### config.mk
export PLATFORM = sky130hd
export DESIGN_NAME = radio_link_quality_monitor_top
export DESIGN_NICKNAME = d
export VERILOG_FILES = /design/src/hdl/rlqm_pkg.sv /design/src/hdl/rlqm_div.sv /design/src/hdl/rlqm_ctrl.sv /design/src/hdl/rlqm_dp.sv /design/src/hdl/radio_link_quality_monitor_top.sv
export SDC_FILE = /design/constraint.sdc
export NUM_CORES = 2
export LEC_CHECK = 0
export ABC_CLOCK_PERIOD_IN_PS = 16090
export BUFFER_PORTS_ARGS = -buffer_cell sky130_fd_sc_hd__buf_4
export CAP_MARGIN = 15
export CELL_PAD_IN_SITES_DETAIL_PLACEMENT = 0
export CELL_PAD_IN_SITES_GLOBAL_PLACEMENT = 1
export CORE_MARGIN = 2
export CORE_UTILIZATION = 55
export DETAILED_ROUTE_END_ITERATION = 8
export GPL_ROUTABILITY_DRIVEN = 1
export PLACE_DENSITY_LB_ADDON = 0.1
export SETUP_SLACK_MARGIN = 0.1
export SKIP_CTS_REPAIR_TIMING = 1
export SYNTH_ARGS = -nofsm -noshare
export SYNTH_HDL_FRONTEND = slang
export SYNTH_SLANG_ARGS = --single-unit
### constraint.sdc
create_clock -name clk_i -period 16.09 [get_ports clk_i]
set_input_delay 0.8045 -clock clk_i [delete_from_list [all_inputs] [get_ports clk_i]]
set_output_delay 0.8045 -clock clk_i [all_outputs]
set_load 0.01 [all_outputs]
### src/hdl/rlqm_pkg.sv
// radio link quality monitor: shared types and constants
// no dependencies
`default_nettype none
package rlqm_pkg;

  localparam int unsigned DivisorW = 33;
  localparam logic [15:0] WindowReset = 16'd1000;

  typedef enum logic [2:0] {
    ST_IDLE,
    ST_TICK,
    ST_DIV_GO,
    ST_DIV_RUN,
    ST_SCORE,
    ST_EMIT
  } state_e;

  typedef enum logic [1:0] {
    DIV_LOSS,
    DIV_RATE,
    DIV_AVG,
    DIV_PEN
  } div_sel_e;

  typedef struct packed {
    logic     accept_pkt;
    logic     accept_tick;
    logic     div_start;
    div_sel_e div_sel;
    logic     finish;
    logic     load_out;
  } dp_cmd_t;

  typedef struct packed {
    logic over;
    logic div_done;
    logic out_free;
  } dp_status_t;

  // floor(ex * 30 / 17) for ex in 0..17
  function automatic logic [4:0] jitter_penalty(input logic [4:0] ex);
    logic [4:0] p;
    case (ex)
      5'd0:  p = 5'd0;
      5'd1:  p = 5'd1;
      5'd2:  p = 5'd3;
      5'd3:  p = 5'd5;
      5'd4:  p = 5'd7;
      5'd5:  p = 5'd8;
      5'd6:  p = 5'd10;
      5'd7:  p = 5'd12;
      5'd8:  p = 5'd14;
      5'd9:  p = 5'd15;
      5'd10: p = 5'd17;
      5'd11: p = 5'd19;
      5'd12: p = 5'd21;
      5'd13: p = 5'd22;
      5'd14: p = 5'd24;
      5'd15: p = 5'd26;
      5'd16: p = 5'd28;
      default: p = 5'd30;
    endcase
    return p;
  endfunction

endpackage
`default_nettype wire

### src/hdl/rlqm_div.sv
// radio link quality monitor: serial restoring divider, one quotient bit per cycle
// no dependencies
`default_nettype none
module rlqm_div #(
  parameter int unsigned DW = 36,
  parameter int unsigned SW = 33
) (
  input  wire logic          clk_i,
  input  wire logic          rst_ni,
  input  wire logic          start_i,
  input  wire logic [DW-1:0] dividend_i,
  input  wire logic [SW-1:0] divisor_i,
  output logic               done_o,
  output logic [DW-1:0]      quotient_o
);
  localparam int unsigned CntW = $clog2(DW);

  logic [DW-1:0]   dvd_q;
  logic [SW-1:0]   rem_q, dsr_q;
  logic [CntW-1:0] cnt_q;
  logic            run_q, done_q;
  logic [SW:0]     shifted, diff;

  assign shifted = {rem_q, dvd_q[DW-1]};
  assign diff    = shifted - {1'b0, dsr_q};

  always_ff @(posedge clk_i or negedge rst_ni) begin
    if (!rst_ni) begin
      run_q  <= 1'b0;
      done_q <= 1'b0;
      cnt_q  <= '0;
    end else begin
      done_q <= 1'b0;
      if (start_i) begin
        run_q <= 1'b1;
        cnt_q <= '0;
      end else if (run_q) begin
        cnt_q <= cnt_q + 1'b1;
        if (cnt_q == CntW'(DW - 1)) begin
          run_q  <= 1'b0;
          done_q <= 1'b1;
        end
      end
    end
  end

  always_ff @(posedge clk_i) begin
    if (start_i) begin
      dvd_q <= dividend_i;
      dsr_q <= divisor_i;
      rem_q <= '0;
    end else if (run_q) begin
      if (!diff[SW]) begin
        rem_q <= diff[SW-1:0];
        dvd_q <= {dvd_q[DW-2:0], 1'b1};
      end else begin
        rem_q <= shifted[SW-1:0];
        dvd_q <= {dvd_q[DW-2:0], 1'b0};
      end
    end
  end

  assign done_o     = done_q;
  assign quotient_o = dvd_q;
endmodule
`default_nettype wire

### src/hdl/rlqm_ctrl.sv
// radio link quality monitor: sequencing state machine
// depends on rlqm_pkg
`default_nettype none
module rlqm_ctrl
  import rlqm_pkg::*;
(
  input  wire logic       clk_i,
  input  wire logic       rst_ni,
  input  wire logic       in_valid_i,
  input  wire logic       command_i,
  output logic            in_stall_o,
  input  wire dp_status_t status_i,
  output dp_cmd_t         cmd_o
);
  state_e   state_q, state_d;
  div_sel_e sel_q, sel_d;

  always_ff @(posedge clk_i or negedge rst_ni) begin
    if (!rst_ni) begin
      state_q <= ST_IDLE;
      sel_q   <= DIV_LOSS;
    end else begin
      state_q <= state_d;
      sel_q   <= sel_d;
    end
  end

  always_comb begin
    state_d = state_q;
    sel_d   = sel_q;
    case (state_q)
      ST_IDLE: begin
        if (in_valid_i) state_d = command_i ? ST_TICK : ST_EMIT;
      end
      ST_TICK: begin
        sel_d   = DIV_LOSS;
        state_d = status_i.over ? ST_DIV_GO : ST_IDLE;
      end
      ST_DIV_GO: state_d = ST_DIV_RUN;
      ST_DIV_RUN: begin
        if (status_i.div_done) begin
          if (sel_q == DIV_PEN) begin
            state_d = ST_SCORE;
          end else begin
            sel_d   = div_sel_e'(sel_q + 2'd1);
            state_d = ST_DIV_GO;
          end
        end
      end
      ST_SCORE: state_d = ST_EMIT;
      ST_EMIT: begin
        if (status_i.out_free) state_d = ST_IDLE;
      end
      default: state_d = ST_IDLE;
    endcase
  end

  always_comb begin
    in_stall_o        = (state_q != ST_IDLE);
    cmd_o             = '0;
    cmd_o.div_sel     = sel_q;
    cmd_o.accept_pkt  = (state_q == ST_IDLE) && in_valid_i && !command_i;
    cmd_o.accept_tick = (state_q == ST_IDLE) && in_valid_i && command_i;
    cmd_o.div_start   = (state_q == ST_DIV_GO);
    cmd_o.finish      = (state_q == ST_SCORE);
    cmd_o.load_out    = (state_q == ST_EMIT) && status_i.out_free;
  end
endmodule
`default_nettype wire

### src/hdl/rlqm_dp.sv
// radio link quality monitor: statistics registers, report arithmetic, output register
// depends on rlqm_pkg and rlqm_div
`default_nettype none
module rlqm_dp
  import rlqm_pkg::*;
#(
  parameter int unsigned CW = 24
) (
  input  wire logic        clk_i,
  input  wire logic        rst_ni,
  input  wire dp_cmd_t     cmd_i,
  output dp_status_t       status_o,
  input  wire logic        cfg_valid_i,
  input  wire logic [15:0] cfg_window_ms_i,
  input  wire logic [7:0]  seq_num_i,
  input  wire logic        first_packet_i,
  input  wire logic        signal_detect_i,
  input  wire logic        out_stall_i,
  output logic             out_valid_o,
  output logic             kind_o,
  output logic             seq_gap_o,
  output logic [7:0]       gap_size_o,
  output logic [9:0]       loss_per_mille_o,
  output logic [15:0]      pkt_rate_o,
  output logic [15:0]      jitter_avg_x10_o,
  output logic [15:0]      jitter_peak_ms_o,
  output logic             last_detect_o,
  output logic [6:0]       quality_o
);
  localparam int unsigned DW = (CW + 10 > 36) ? CW + 10 : 36;

  logic [15:0]   window_q;
  logic [31:0]   time_q, start_q, last_q, isum_q, peak_q, elapsed_q;
  logic [CW-1:0] rx_q, miss_q, dsum_q;
  logic          fresh_q, det_q;
  logic [7:0]    exp_q;

  logic [7:0]    expect_now, gap;
  logic [CW:0]   rx_inc, miss_add, dsum_add;
  logic [31:0]   dt, time_inc;
  logic [32:0]   isum_add;

  assign expect_now = first_packet_i ? seq_num_i : exp_q;
  assign gap        = seq_num_i - expect_now;
  assign rx_inc     = {1'b0, rx_q} + (CW+1)'(1);
  assign miss_add   = {1'b0, miss_q} + (CW+1)'(gap);
  assign dsum_add   = {1'b0, dsum_q} + (CW+1)'(signal_detect_i);
  assign dt         = time_q - last_q;
  assign isum_add   = {1'b0, isum_q} + {1'b0, dt};
  assign time_inc   = time_q + 32'd1;

  // result staging and quotient registers
  logic          rk_q, rgap_q, rdet_q;
  logic [7:0]    rsize_q;
  logic [9:0]    rloss_q, loss_q;
  logic [15:0]   rrate_q, ravg_q, rpeak_q, rate_q, avg_q;
  logic [6:0]    rqual_q;
  logic [5:0]    pen_q;

  logic          div_done;
  logic [DW-1:0] div_quo, div_dvd;
  logic [DivisorW-1:0] div_dsr;
  logic [CW:0]   total;

  assign total = {1'b0, rx_q} + {1'b0, miss_q};

  always_comb begin
    case (cmd_i.div_sel)
      DIV_LOSS: begin
        div_dvd = DW'(miss_q) * DW'(1000);
        div_dsr = DivisorW'(total);
      end
      DIV_RATE: begin
        div_dvd = DW'(rx_q) * DW'(1000);
        div_dsr = (elapsed_q == 32'd0) ? DivisorW'(1) : DivisorW'(elapsed_q);
      end
      DIV_AVG: begin
        div_dvd = DW'(isum_q) * DW'(10);
        div_dsr = DivisorW'(rx_q - CW'(1));
      end
      default: begin
        div_dvd = DW'(miss_q) * DW'(50);
        div_dsr = DivisorW'(total);
      end
    endcase
  end

  rlqm_div #(.DW(DW), .SW(DivisorW)) u_div (
    .clk_i     (clk_i),
    .rst_ni    (rst_ni),
    .start_i   (cmd_i.div_start),
    .dividend_i(div_dvd),
    .divisor_i (div_dsr),
    .done_o    (div_done),
    .quotient_o(div_quo)
  );

  // quality score
  logic          tot_nz, rx_gt1, low_det;
  logic [15:0]   avg_m;
  logic [15:0]   jit_prod;
  logic [4:0]    ex;
  logic [6:0]    score;

  assign tot_nz   = (total != '0);
  assign rx_gt1   = (rx_q > CW'(1));
  assign low_det  = (rx_q != '0) && ({1'b0, dsum_q, 1'b0} < {2'b0, rx_q});
  assign avg_m    = rx_gt1 ? avg_q : 16'd0;
  assign jit_prod = {8'd0, avg_m[7:0]} * 16'd205;

  always_comb begin
    if (avg_m >= 16'd200) ex = 5'd17;
    else if (avg_m >= 16'd40) ex = 5'(jit_prod[15:11] - 5'd3);
    else ex = 5'd0;
  end

  assign score = 7'd100 - (tot_nz ? 7'(pen_q) : 7'd0) - 7'(jitter_penalty(ex))
               - (low_det ? 7'd20 : 7'd0);

  assign status_o.over     = (elapsed_q >= {16'd0, window_q});
  assign status_o.div_done = div_done;
  assign status_o.out_free = !out_valid_o || !out_stall_i;

  always_ff @(posedge clk_i or negedge rst_ni) begin
    if (!rst_ni) begin
      window_q <= WindowReset;
      time_q   <= '0;
      start_q  <= '0;
      last_q   <= '0;
      isum_q   <= '0;
      peak_q   <= '0;
      rx_q     <= '0;
      miss_q   <= '0;
      dsum_q   <= '0;
      fresh_q  <= 1'b1;
      exp_q    <= '0;
      det_q    <= 1'b0;
      elapsed_q <= '0;
      out_valid_o <= 1'b0;
    end else begin
      if (cfg_valid_i) window_q <= cfg_window_ms_i;
      if (cmd_i.accept_pkt) begin
        rx_q   <= rx_inc[CW] ? '1 : rx_inc[CW-1:0];
        miss_q <= miss_add[CW] ? '1 : miss_add[CW-1:0];
        dsum_q <= dsum_add[CW] ? '1 : dsum_add[CW-1:0];
        if (!fresh_q) begin
          isum_q <= isum_add[32] ? '1 : isum_add[31:0];
          if (dt > peak_q) peak_q <= dt;
        end
        fresh_q <= 1'b0;
        last_q  <= time_q;
        det_q   <= signal_detect_i;
        exp_q   <= seq_num_i + 8'd1;
      end
      if (cmd_i.accept_tick) begin
        time_q    <= time_inc;
        elapsed_q <= time_inc - start_q;
      end
      if (cmd_i.finish) begin
        start_q <= time_q;
        rx_q    <= '0;
        miss_q  <= '0;
        isum_q  <= '0;
        peak_q  <= '0;
        dsum_q  <= '0;
        fresh_q <= 1'b1;
      end
      if (cmd_i.load_out) out_valid_o <= 1'b1;
      else if (!out_stall_i) out_valid_o <= 1'b0;
    end
  end

  always_ff @(posedge clk_i) begin
    if (div_done) begin
      case (cmd_i.div_sel)
        DIV_LOSS: loss_q <= div_quo[9:0];
        DIV_RATE: rate_q <= div_quo[15:0];
        DIV_AVG:  avg_q  <= div_quo[15:0];
        default:  pen_q  <= div_quo[5:0];
      endcase
    end
    if (cmd_i.accept_pkt) begin
      rk_q    <= 1'b0;
      rgap_q  <= (gap != 8'd0);
      rsize_q <= gap;
      rloss_q <= '0;
      rrate_q <= '0;
      ravg_q  <= '0;
      rpeak_q <= '0;
      rdet_q  <= signal_detect_i;
      rqual_q <= '0;
    end
    if (cmd_i.finish) begin
      rk_q    <= 1'b1;
      rgap_q  <= 1'b0;
      rsize_q <= '0;
      rloss_q <= tot_nz ? loss_q : 10'd0;
      rrate_q <= rate_q;
      ravg_q  <= avg_m;
      rpeak_q <= peak_q[15:0];
      rdet_q  <= det_q;
      rqual_q <= score;
    end
    if (cmd_i.load_out) begin
      kind_o           <= rk_q;
      seq_gap_o        <= rgap_q;
      gap_size_o       <= rsize_q;
      loss_per_mille_o <= rloss_q;
      pkt_rate_o       <= rrate_q;
      jitter_avg_x10_o <= ravg_q;
      jitter_peak_ms_o <= rpeak_q;
      last_detect_o    <= rdet_q;
      quality_o        <= rqual_q;
    end
  end
endmodule
`default_nettype wire

### src/hdl/radio_link_quality_monitor_top.sv
// radio link quality monitor: top level, controller plus datapath
// depends on rlqm_pkg, rlqm_ctrl, rlqm_dp
//
//  channel  handshake              word
//  in       in_valid_i/in_stall_o   command, seq_num, first_packet, signal_detect
//  out      out_valid_o/out_stall_i kind .. quality
//  cfg      cfg_valid_i/cfg_ready_o window_ms
//
// a packet goes idle to emit, a tick that closes no window goes tick to idle
// a closing tick runs the serial divider four times in turn, then scores and
// emits; the dividend width is DW = max(COUNT_WIDTH+10, 36)
// reset gives window_ms 1000 and empty statistics
// input is taken again while a result waits on a stalled output
`default_nettype none
module radio_link_quality_monitor_top
  import rlqm_pkg::*;
#(
  parameter int unsigned COUNT_WIDTH = 24
) (
  input  wire logic        clk_i,
  input  wire logic        rst_ni,
  input  wire logic        in_valid_i,
  output logic             in_stall_o,
  input  wire logic        command_i,
  input  wire logic [7:0]  seq_num_i,
  input  wire logic        first_packet_i,
  input  wire logic        signal_detect_i,
  output logic             out_valid_o,
  input  wire logic        out_stall_i,
  output logic             kind_o,
  output logic             seq_gap_o,
  output logic [7:0]       gap_size_o,
  output logic [9:0]       loss_per_mille_o,
  output logic [15:0]      pkt_rate_o,
  output logic [15:0]      jitter_avg_x10_o,
  output logic [15:0]      jitter_peak_ms_o,
  output logic             last_detect_o,
  output logic [6:0]       quality_o,
  input  wire logic        cfg_valid_i,
  output logic             cfg_ready_o,
  input  wire logic [15:0] cfg_window_ms_i
);
  dp_cmd_t    cmd;
  dp_status_t status;

  assign cfg_ready_o = 1'b1;

  rlqm_ctrl u_ctrl (
    .clk_i     (clk_i),
    .rst_ni    (rst_ni),
    .in_valid_i(in_valid_i),
    .command_i (command_i),
    .in_stall_o(in_stall_o),
    .status_i  (status),
    .cmd_o     (cmd)
  );

  rlqm_dp #(.CW(COUNT_WIDTH)) u_dp (
    .clk_i           (clk_i),
    .rst_ni          (rst_ni),
    .cmd_i           (cmd),
    .status_o        (status),
    .cfg_valid_i     (cfg_valid_i),
    .cfg_window_ms_i (cfg_window_ms_i),
    .seq_num_i       (seq_num_i),
    .first_packet_i  (first_packet_i),
    .signal_detect_i (signal_detect_i),
    .out_stall_i     (out_stall_i),
    .out_valid_o     (out_valid_o),
    .kind_o          (kind_o),
    .seq_gap_o       (seq_gap_o),
    .gap_size_o      (gap_size_o),
    .loss_per_mille_o(loss_per_mille_o),
    .pkt_rate_o      (pkt_rate_o),
    .jitter_avg_x10_o(jitter_avg_x10_o),
    .jitter_peak_ms_o(jitter_peak_ms_o),
    .last_detect_o   (last_detect_o),
    .quality_o       (quality_o)
  );
endmodule
`default_nettype wire

==> impl_metrics.json <==
{
  "outcome": "finished clean",
  "arrival_ns": 10.32,
  "postLayoutCellArea_um2": 52600,
  "path_class": "reg2reg",
  "fillers": 7629,
  "final_common_cell": "ha_1",
  "grt_max_degree": 102,
  "slew_headroom_pct": 19.2,
  "fin_setup_tns_ns": 0,
  "portBuffers": 109,
  "synth-compound-area-share_pct": 16.9,
  "maxCapViolCount": 0,
  "grt_pass1_wl_mm": 207,
  "grt_antenna_before_repair": 5,
  "dp_hpwl_mm": 100,
  "hold_violations": 0,
  "path_max_fanout": 18,
  "core-area_um2": 86800,
  "worst_pin_slew_ns": 1.21,
  "ys.flop_type": "dfrtp_1",
  "period_share_pct": 61.9,
  "fin_crit_ns": 9.96,
  "ctsRootBufferMaster": "clkbuf_16",
  "die-area_um2": 89900,
  "grt_pass1_vias": 35800,
  "ant_nets": 0,
  "synth_fa_ha_area_share_pct": 24.5,
  "final_util_pct": 60.6,
  "synth_cells": 4999,
  "fin_skew_ns": 0.0263,
  "async_flop_share_pct": 50.2,
  "nets": 5901,
  "synth_area_um2": 48100,
  "first_pass_iters": 6,
  "fp.dieW_um": 300,
  "wirelength_mm": 131,
  "critPathMaxStageDelay_ns": 0.64,
  "rsz0062_at_grt": "no",
  "path_buf_inv": 6,
  "fmax_ghz": 0.100,
  "drc_errors": 0,
  "setup_violations": 0,
  "initial_core_util_pct": 55.5,
  "die_y_um": 300,
  "postSynthAreaPerCell_um2": 9.63,
  "hp-class": "in2async",
  "placed_area_um2": 50100,
  "cts_tree": "built",
  "muxShareOfSynthArea_pct": 1.66,
  "cp_top_family": "adder cells",
  "dpl.cell_count": 6133,
  "vias": 36600,
  "critPathLaunchType": "register",
  "synth_xor_area_share_pct": 6.22,
  "synth_seq_cells": 606,
  "grt_overflow": 0,
  "slew_viol_final": 0,
  "ys_types": 88,
  "instances_no_fill": 6271,
  "synthSimpleGateAreaFrac_pct": 12.2,
  "yosys_warnings": 0,
  "slowest_stage": "dfrtp_1",
  "drive_above_1_share_pct": 7.00,
  "rows": 108,
  "vias_per_cell": 5.84,
  "antenna_cells": 0,
  "drt-initial-drc-count": 2501,
  "clkTransAtPathRegs_ns": 0.07,
  "globalRouteTotalUtil_pct": 29.6,
  "cts_num_sinks": 606,
  "num_io_pins": 111,
  "yosysSeqAreaShare_pct": 33.8,
  "wire_per_inst_um": 20.9,
  "cts_made_buffers": 74,
  "crit_required_ns": 16.45,
  "synth_edf_count": 259,
  "cts.path.max_buffers": 3,
  "area_growth_pct": 9.20,
  "synth_top_family_by_area": "adder cells",
  "cts_max_level": 3,
  "syn-num-nets": 5845,
  "setup.worst_path.end_class": "register",
  "finalWeightedCongestion": 0.930,
  "insertion_delay_ns": 0.65,
  "final_cell_mix": "ha_1 (598), nand2_1 (441), inv_1 (440)"
}
## through the flow
step	hold slack [ns]	setup WS, ns
6_report	0.156	6.13
5_1_grt	0.195	5.43
4_1_cts	0.183	6.14
3_5_place_dp	0.405	6.20
3_3_place_gp	0.401	6.26
2_1_floorplan	0.400	7.26
## metal layers
metal  global-route usage (%)  vias to the layer above  wire, um
met2                     47.4                      900     60300
met1                     41.4                    17700     59600
li1                         -                    17800         -
met3                     4.65                      211      7290
met4                     9.27                        4      4110
met5                        0                        -        27
## flip-flops by register name (all words and copies together), names as in the netlist, 24 cells and up
signal                 cells
u_dp.dsum_q               24
u_dp.isum_q               32
u_dp.u_div.rem_q          33
u_dp.peak_q               32
u_dp.miss_q               24
u_dp.u_div.quotient_o     36
u_dp.start_q              32
u_dp.time_q               32
u_dp.last_q               32
u_dp.elapsed_q            32
u_dp.rx_q                 24
u_dp.u_div.dsr_q          33
## final cells by class
cell class | count | area [um^2] | area share [%]
clock buffers | 99 | 2050 | 3.90
clock inverters | 38 | 389 | 0.740
inverters | 442 | 1660 | 3.16
multi-input cells | 3785 | 29700 | 56.4
flip-flops and latches | 606 | 16300 | 30.9
well taps | 1155 | 1450 | 2.75
repair buffers | 146 | 1100 | 2.10
## worst paths after layout
check | startpoint | end | slack, ns | depth (start not counted)
worst max-delay path | u_dp.rx_q[9] | u_dp.rqual_q[6] | 6.13 | 37
worst min-delay path | rst_ni | u_dp.isum_q[18] | 0.16 | 1
worst max register to register | u_dp.rx_q[9] | u_dp.rqual_q[6] | 6.13 | 37
worst min register to register | u_dp.rrate_q[5] | u_dp.pkt_rate_o[5] | 0.42 | 0
max in group asynchronous | rst_ni | u_dp.window_q[2] | 13.70 | 3
min in group clk_i | cfg_window_ms_i[5] | u_dp.window_q[5] | 0.38 | 3
## cell families after synthesis
| logic type | count (synthesis) |
|---|---|
| DFF | 606 |
| xor gates and xnor gates | 342 |
| and+or+nand+nor | 1243 |
| AOI/OAI and AO/OA | 1310 |
| other | 1 |
| muxes | 75 |
| adders and majority gates | 814 |
| buffers and inverters | 608 |
## cells in the mapped netlist, types with 8 or more instances
library cell / number / area share [%]
ha_1: 601 / 16
inv_1: 442 / 3.4
nand2_1: 442 / 3.4
o21ai_0: 394 / 4.1
a21oi_1: 358 / 3.7
dfrtp_1: 297 / 15
nor2_1: 276 / 2.2
edfxtp_1: 259 / 16
fa_1: 213 / 8.9
xnor2_1: 210 / 3.8
a21o_1: 148 / 2.3
clkbuf_1: 147 / 1.1
xor2_1: 132 / 2.4
nand3_1: 106 / 1.1
and3_1: 72 / 0.94
a31oi_1: 64 / 0.83
nor3_1: 59 / 0.61
nand2b_1: 50 / 0.65
o21a_1: 48 / 0.75
nor2b_1: 47 / 0.61
a221oi_1: 46 / 0.84
nand4_1: 45 / 0.58
o21bai_1: 44 / 0.69
dfxtp_1: 43 / 1.8
mux2_2: 38 / 0.89
mux2i_1: 37 / 0.77
and2_1: 33 / 0.43
nor4_1: 26 / 0.34
a211oi_1: 25 / 0.39
or3_1: 18 / 0.23
nand3b_1: 17 / 0.27
o31ai_1: 17 / 0.27
buf_1: 16 / 0.12
o211ai_1: 16 / 0.25
a21boi_0: 14 / 0.22
o22ai_1: 14 / 0.18
a311oi_1: 12 / 0.22
or2_2: 10 / 0.13
and4_1: 8 / 0.15
or4_1: 8 / 0.12
## worst reg2reg max path: cells and delay by family, from the launching register on
kind	cells	cell delay, ns
compound gates	10	2.22
xor+xnor	3	0.75
buf+inv	6	0.70
flops	1	0.64
fa+ha+maj	10	3.77
simple gates	8	1.58
Power is left out: the tool's default activity adds up to more than one toggle a clock period on the data nets, which glitch-free logic cannot reach.
